**config.mk**
```make
export PLATFORM = sky130hd
export DESIGN_NAME = psvm_divider
export DESIGN_NICKNAME = d
export VERILOG_FILES = /design/src/sv/psvm_pkg.sv /design/src/sv/psvm_divider.sv
export SDC_FILE = /design/constraint.sdc
export NUM_CORES = 1
export LEC_CHECK = 0
export ABC_AREA = 1
export BUFFER_PORTS_ARGS = -buffer_cell sky130_fd_sc_hd__clkbuf_2
export CORE_AREA = 2 2 124 126
export CTS_BUF_LIST = sky130_fd_sc_hd__clkbuf_4 sky130_fd_sc_hd__clkbuf_8
export CTS_CLUSTER_SIZE = 20
export DETAILED_ROUTE_END_ITERATION = 10
export DIE_AREA = 0 0 126 128
export GPL_ROUTABILITY_DRIVEN = 0
export PLACE_DENSITY = 0.69
export SKIP_CTS_REPAIR_TIMING = 1
export SLEW_MARGIN = 15
export SYNTH_ARGS = -nofsm -noshare
export SYNTH_HDL_FRONTEND = slang
export SYNTH_SLANG_ARGS = --single-unit
```
**constraint.sdc**
```tcl
create_clock -name clock -period 2.12 [get_ports clock]
set_clock_uncertainty 0.1 [all_clocks]
set_input_delay 0.106 -clock clock [delete_from_list [all_inputs] [get_ports clock]]
set_output_delay 0.106 -clock clock [all_outputs]
set_load 0.05 [all_outputs]
```
**src/sv/psvm_pkg.sv**
```systemverilog
//------------------------------------------------------------------------------
// psvm_pkg
// Shared types, constants and the sine table entry function for the voice mixer.
//------------------------------------------------------------------------------
`default_nettype none

package psvm_pkg;

   localparam int AMP_W   = 23;
   localparam int FREQ_W  = 23;
   localparam int TIME_W  = 32;
   localparam int RATE_W  = 18;
   localparam int SMTH_W  = 16;
   localparam int TMO_W   = 16;
   localparam int CSR_IDX_W  = 3;
   localparam int CSR_DATA_W = 32;

   localparam logic signed [15:0] SAMPLE_MAX = 16'sh7fff;
   localparam logic signed [15:0] SAMPLE_MIN = 16'sh8000;

   typedef enum logic [1:0] {
      OP_TOUCH   = 2'd0,
      OP_RELEASE = 2'd1,
      OP_TICK    = 2'd2,
      OP_PRUNE   = 2'd3
   } opcode_type;

   typedef enum logic [CSR_IDX_W-1:0] {
      CSR_RATE     = 3'd0,
      CSR_FSMOOTH  = 3'd1,
      CSR_ASMOOTH  = 3'd2,
      CSR_TIMEOUT  = 3'd3,
      CSR_PTHRESH  = 3'd4
   } csr_index_type;

   // Sine table entry k of depth entries, Q1.15, by the polynomial recipe.
   function automatic logic signed [15:0] sine_entry(input int unsigned k,
                                                     input int unsigned depth);
      logic [63:0] p, t, t2, h, s, v;
      logic [1:0]  quad;
      p = (64'(k) << 32) / 64'(depth);
      quad = p[31:30];
      t = {34'd0, p[29:0]};
      if (quad[0]) t = 64'd1073741824 - t;
      t2 = (t * t) >> 30;
      h = 64'd5026995 - ((t2 * 64'd172272) >> 30);
      h = 64'd85569306 - ((t2 * h) >> 30);
      h = 64'd693598668 - ((t2 * h) >> 30);
      h = 64'd1686629713 - ((t2 * h) >> 30);
      s = (t * h) >> 30;
      v = (s * 64'd32767 + 64'd536870912) >> 30;
      if (v > 64'd32767) v = 64'd32767;
      if (quad[1]) return -$signed(v[15:0]);
      return $signed(v[15:0]);
   endfunction

endpackage

`default_nettype wire

```
**src/sv/psvm_divider.sv**
```systemverilog
//------------------------------------------------------------------------------
// psvm_divider
// Restoring divider, one quotient bit per cycle.
//------------------------------------------------------------------------------
`default_nettype none

module psvm_divider
   import psvm_pkg::*;
#(
   parameter int NUM_W = 47,
   parameter int DEN_W = 26
) (
   input  wire logic             clock,
   input  wire logic             reset,
   input  wire logic             start,
   input  wire logic [NUM_W-1:0] numer,
   input  wire logic [DEN_W-1:0] denom,
   output logic                  done,
   output logic [NUM_W-1:0]      quot
);
   localparam int CNT_W = $clog2(NUM_W + 1);

   logic [NUM_W-1:0] q_ff, q_in;
   logic [DEN_W:0]   r_ff, r_in;
   logic [DEN_W-1:0] d_ff, d_in;
   logic [CNT_W-1:0] cnt_ff, cnt_in;
   logic             busy_ff, busy_in, done_ff, done_in;
   logic [DEN_W+1:0] trial;

   // one shift-subtract step
   always_comb begin
      q_in = q_ff; r_in = r_ff; d_in = d_ff; cnt_in = cnt_ff;
      busy_in = busy_ff; done_in = 1'b0;
      trial = '0;
      if (start) begin
         q_in = numer; r_in = '0; d_in = denom;
         cnt_in = CNT_W'(NUM_W); busy_in = 1'b1;
      end else if (busy_ff) begin
         trial = {r_ff, q_ff[NUM_W-1]} - {2'b00, d_ff};
         if (!trial[DEN_W+1]) begin
            r_in = trial[DEN_W:0];
            q_in = {q_ff[NUM_W-2:0], 1'b1};
         end else begin
            r_in = {r_ff[DEN_W-1:0], q_ff[NUM_W-1]};
            q_in = {q_ff[NUM_W-2:0], 1'b0};
         end
         cnt_in = cnt_ff - 1'b1;
         if (cnt_ff == CNT_W'(1)) begin
            busy_in = 1'b0; done_in = 1'b1;
         end
      end
   end

   always_ff @(posedge clock) begin
      q_ff <= q_in; r_ff <= r_in; d_ff <= d_in; cnt_ff <= cnt_in;
      if (reset) begin
         busy_ff <= 1'b0; done_ff <= 1'b0;
      end else begin
         busy_ff <= busy_in; done_ff <= done_in;
      end
   end

   assign done = done_ff;
   assign quot = q_ff;
endmodule

`default_nettype wire

```
==> run_results.csv <==
group,metric,value,unit
outcome,outcome,"complete, but fails checks",
cells_and_area,fin_cells,1392,
global_routing,antenna_found_initial,0,
setup_path,cp-end-kind,"register",
timing,period_minus_slack,2.17,ns
synthesis,synthArstFlopShare,0,%
timing,finalSetupViolCount,17,
route,via_per_inst,4.74,
cells_and_area,nets,1304,
clock_network,cts_root_buf,"clkbuf_8",
setup_path,path_class,"register to register",
timing,setup_slack,-0.0458,ns
setup_path,critical-path-top-delay-family,"simple AND/OR/NAND/NOR gates",
power,power.density,534,nW/um^2
synthesis,synth_flop_cell,"edfxtp_1",
clock_network,cts_buffer_depth,2,
place,io_buffers,123,
cells_and_area,area_growth,44.4,%
floorplan,chipWidth,126,microns
power,irDropWorstVdd,0.000515,V
setup_path,critPathMaxFanout,4,
place,hpwlAfterDp,12400,microns
global_routing,grt_pass1_wl,26900,microns
timing,period_share,102,%
floorplan,design.core.area,14900,sq um
global_routing,grt_pass1_vias,5817,
cells_and_area,layout-drive-gt1-share,28.8,%
route,drtPass1Iterations,6,
cells_and_area,diodes,0,
cells_and_area,final_cell_mix,"nand2_1, inv_1, clkbuf_2",
synthesis,synthesis.area,6590,sq um
setup_path,path_buf_inv,2,
timing,final_max_slew_viol_count,0,
synthesis,ys_warn_count,0,
place,placed_cells,1289,
global_routing,grt_max_degree,56,
floorplan,ios,124,
setup_path,critical_path.most_common_cell,"nand2_1",
floorplan,die_h,128,microns
cells_and_area,layout_commonest_cell,"nand2_1",
route,ant_nets,0,
outcome,failed_checks,"setup timing",
clock_network,cts_tree,"built",
timing,slew_headroom,53.0,%
setup_path,cp_slowest_cell,"edfxtp_1",
synthesis,syn_inst,922,
synthesis,ys_seq_elements,108,
hold_path,hold_path_class,"input port to register",
power,leakage,0.00503,uW
clock_network,clock_latency,0.39,ns
floorplan,rows,45,
route,wl,18400,microns
route,vias,6602,
synthesis,syn-num-nets,1027,
synthesis,ys_types,38,
global_routing,grt-ovfl-total,0,
setup_path,path_cells,"inv_2 -> ha_4 -> inv_4 -> fa_2 -> nand2_2 -> nand3_2 -> nand3_2 -> nand3_4 -> nand2_1 -> nand2_2 -> xnor2_2 -> nand2_1 -> nand3_1 -> nand2_1",
place,place_worst_setup_slack,-0.163,ns
route,drc,0,
setup_path,cp_slowest_stage_delay,0.42,ns
global_routing,grt_use_total,20.6,%
setup_path,cp_data_arrival_time,2.36,ns
clock_network,numCtsBuffers,9,
floorplan,fp.dieArea,16100,sq um
clock_network,clock_sinks,108,
floorplan,initial_core_util,44.3,%
route,drt_iter0_drc,337,
timing,rsz0062_at_grt,"yes",
synthesis,seq_area_frac_synth,43.9,%
clock_network,path_clk_slew,0.10,ns
timing,fmax,462,MHz
setup_path,cp-start-kind,"register",
synthesis,synth-edff-count,73,
synthesis,avgSynthCellArea,7.14,sq um
flow_run,maxCapViolations,0,
timing,hold_ws,0.199,ns
setup_path,required,2.31,ns
cells_and_area,fin_util,64.0,%
route,wire_per_inst,13.2,microns
timing,hold_viol_final,0,
clock_network,htree_levels,3,
timing,worst_slew_pin_slew,0.705,ns
## worst reg2reg max path, delay by kind of cell (launching register included)
kind	cells	cell delay (ns)
flops	1	0.42
buf+inv	2	0.13
fa+ha+maj	2	0.52
simple gates	9	0.74
xor+xnor	1	0.16
## sequential cells by signal, summed over array words and instances (netlist names)
| signal | cells |
|---|---|
| d_ff | 26 |
| r_ff | 27 |
| done | 1 |
| quot | 47 |
| cnt_ff | 6 |
| busy_ff | 1 |
## cells in the mapped netlist (2+ instances only)
cell / instances / share of area, %
inv_2: 9 / 0.51
inv_1: 155 / 8.8
nand2_1: 426 / 24
o21bai_1: 2 / 0.23
nand2_2: 10 / 0.95
and2_1: 4 / 0.38
ha_1: 28 / 5.3
nor3_1: 3 / 0.23
buf_6: 3 / 0.51
nand3_1: 52 / 4.0
xor2_1: 3 / 0.40
xnor2_1: 12 / 1.6
nor2_2: 5 / 0.48
a21oi_2: 2 / 0.27
nand4_1: 7 / 0.66
a21oi_1: 13 / 0.99
edfxtp_1: 73 / 33
buf_2: 2 / 0.15
nor2_1: 40 / 2.3
o21ai_0: 7 / 0.53
clkbuf_1: 11 / 0.63
nand2_4: 3 / 0.51
dfxtp_1: 35 / 11
buf_1: 3 / 0.17
## routing by layer
| layer | part of all wire, % | routed length [microns] | global-route usage, % |
|---|---|---|---|
| met5 | 0 | 0 | 0 |
| met3 | 6.4 | 1170 | 4.97 |
| met1 | 42 | 7740 | 26.7 |
| met4 | 2.5 | 454 | 6.53 |
| met2 | 49 | 9020 | 34.2 |
## through the flow
| stage | setup TNS [ns] | instance area, sq um | total power (uW) |
|---|---|---|---|
| 2_1_floorplan | -1.43 | 6600 | 3200 |
| 3_3_place_gp | -0.963 | 7950 | 3570 |
| 3_5_place_dp | -2.13 | 7950 | 3580 |
| 4_1_cts | -2.60 | 8160 | 4890 |
| 5_1_grt | -3.10 | 9510 | 5310 |
| 6_report | -0.303 | 9510 | 5070 |
## final timing paths
| kind | slack [ns] | cells past startpoint | to | startpoint |
|---|---|---|---|---|
| max | -0.05 | 14 | r_ff[12] | quot[46] |
| min | 0.20 | 2 | d_ff[24] | start |
| max reg2reg | -0.05 | 14 | r_ff[12] | quot[46] |
| min reg2reg | 0.38 | 2 | r_ff[2] | r_ff[2] |
## logic make-up (layout without fill, tap and decap cells)
kind of cell,Yosys count,in the layout,share of synthesized area [%]
xor+xnor,15,15,2.00
flops,108,108,43.9
simple gates,557,560,34.7
buf+inv,185,464,11.2
compound gates,28,28,2.57
fa+ha+maj,29,29,5.62
## report_power, final
group	switching, uW	internal, uW	total, uW
clock	763	564	1330
sequential	78.5	2420	2500
combinational	787	461	1250
## layout make-up
class | instances | area, sq um
Clock inverter | 7 | 85.1
Timing Repair Buffer | 284 | 2050
Fill cell | 1264 | 5360
Tap cell | 188 | 235
Multi-Input combinational cell | 632 | 3500
Sequential cell | 108 | 2890
Clock buffer | 9 | 124
Inverter | 164 | 618
Note: power is estimated with default switching activity, not from simulation.
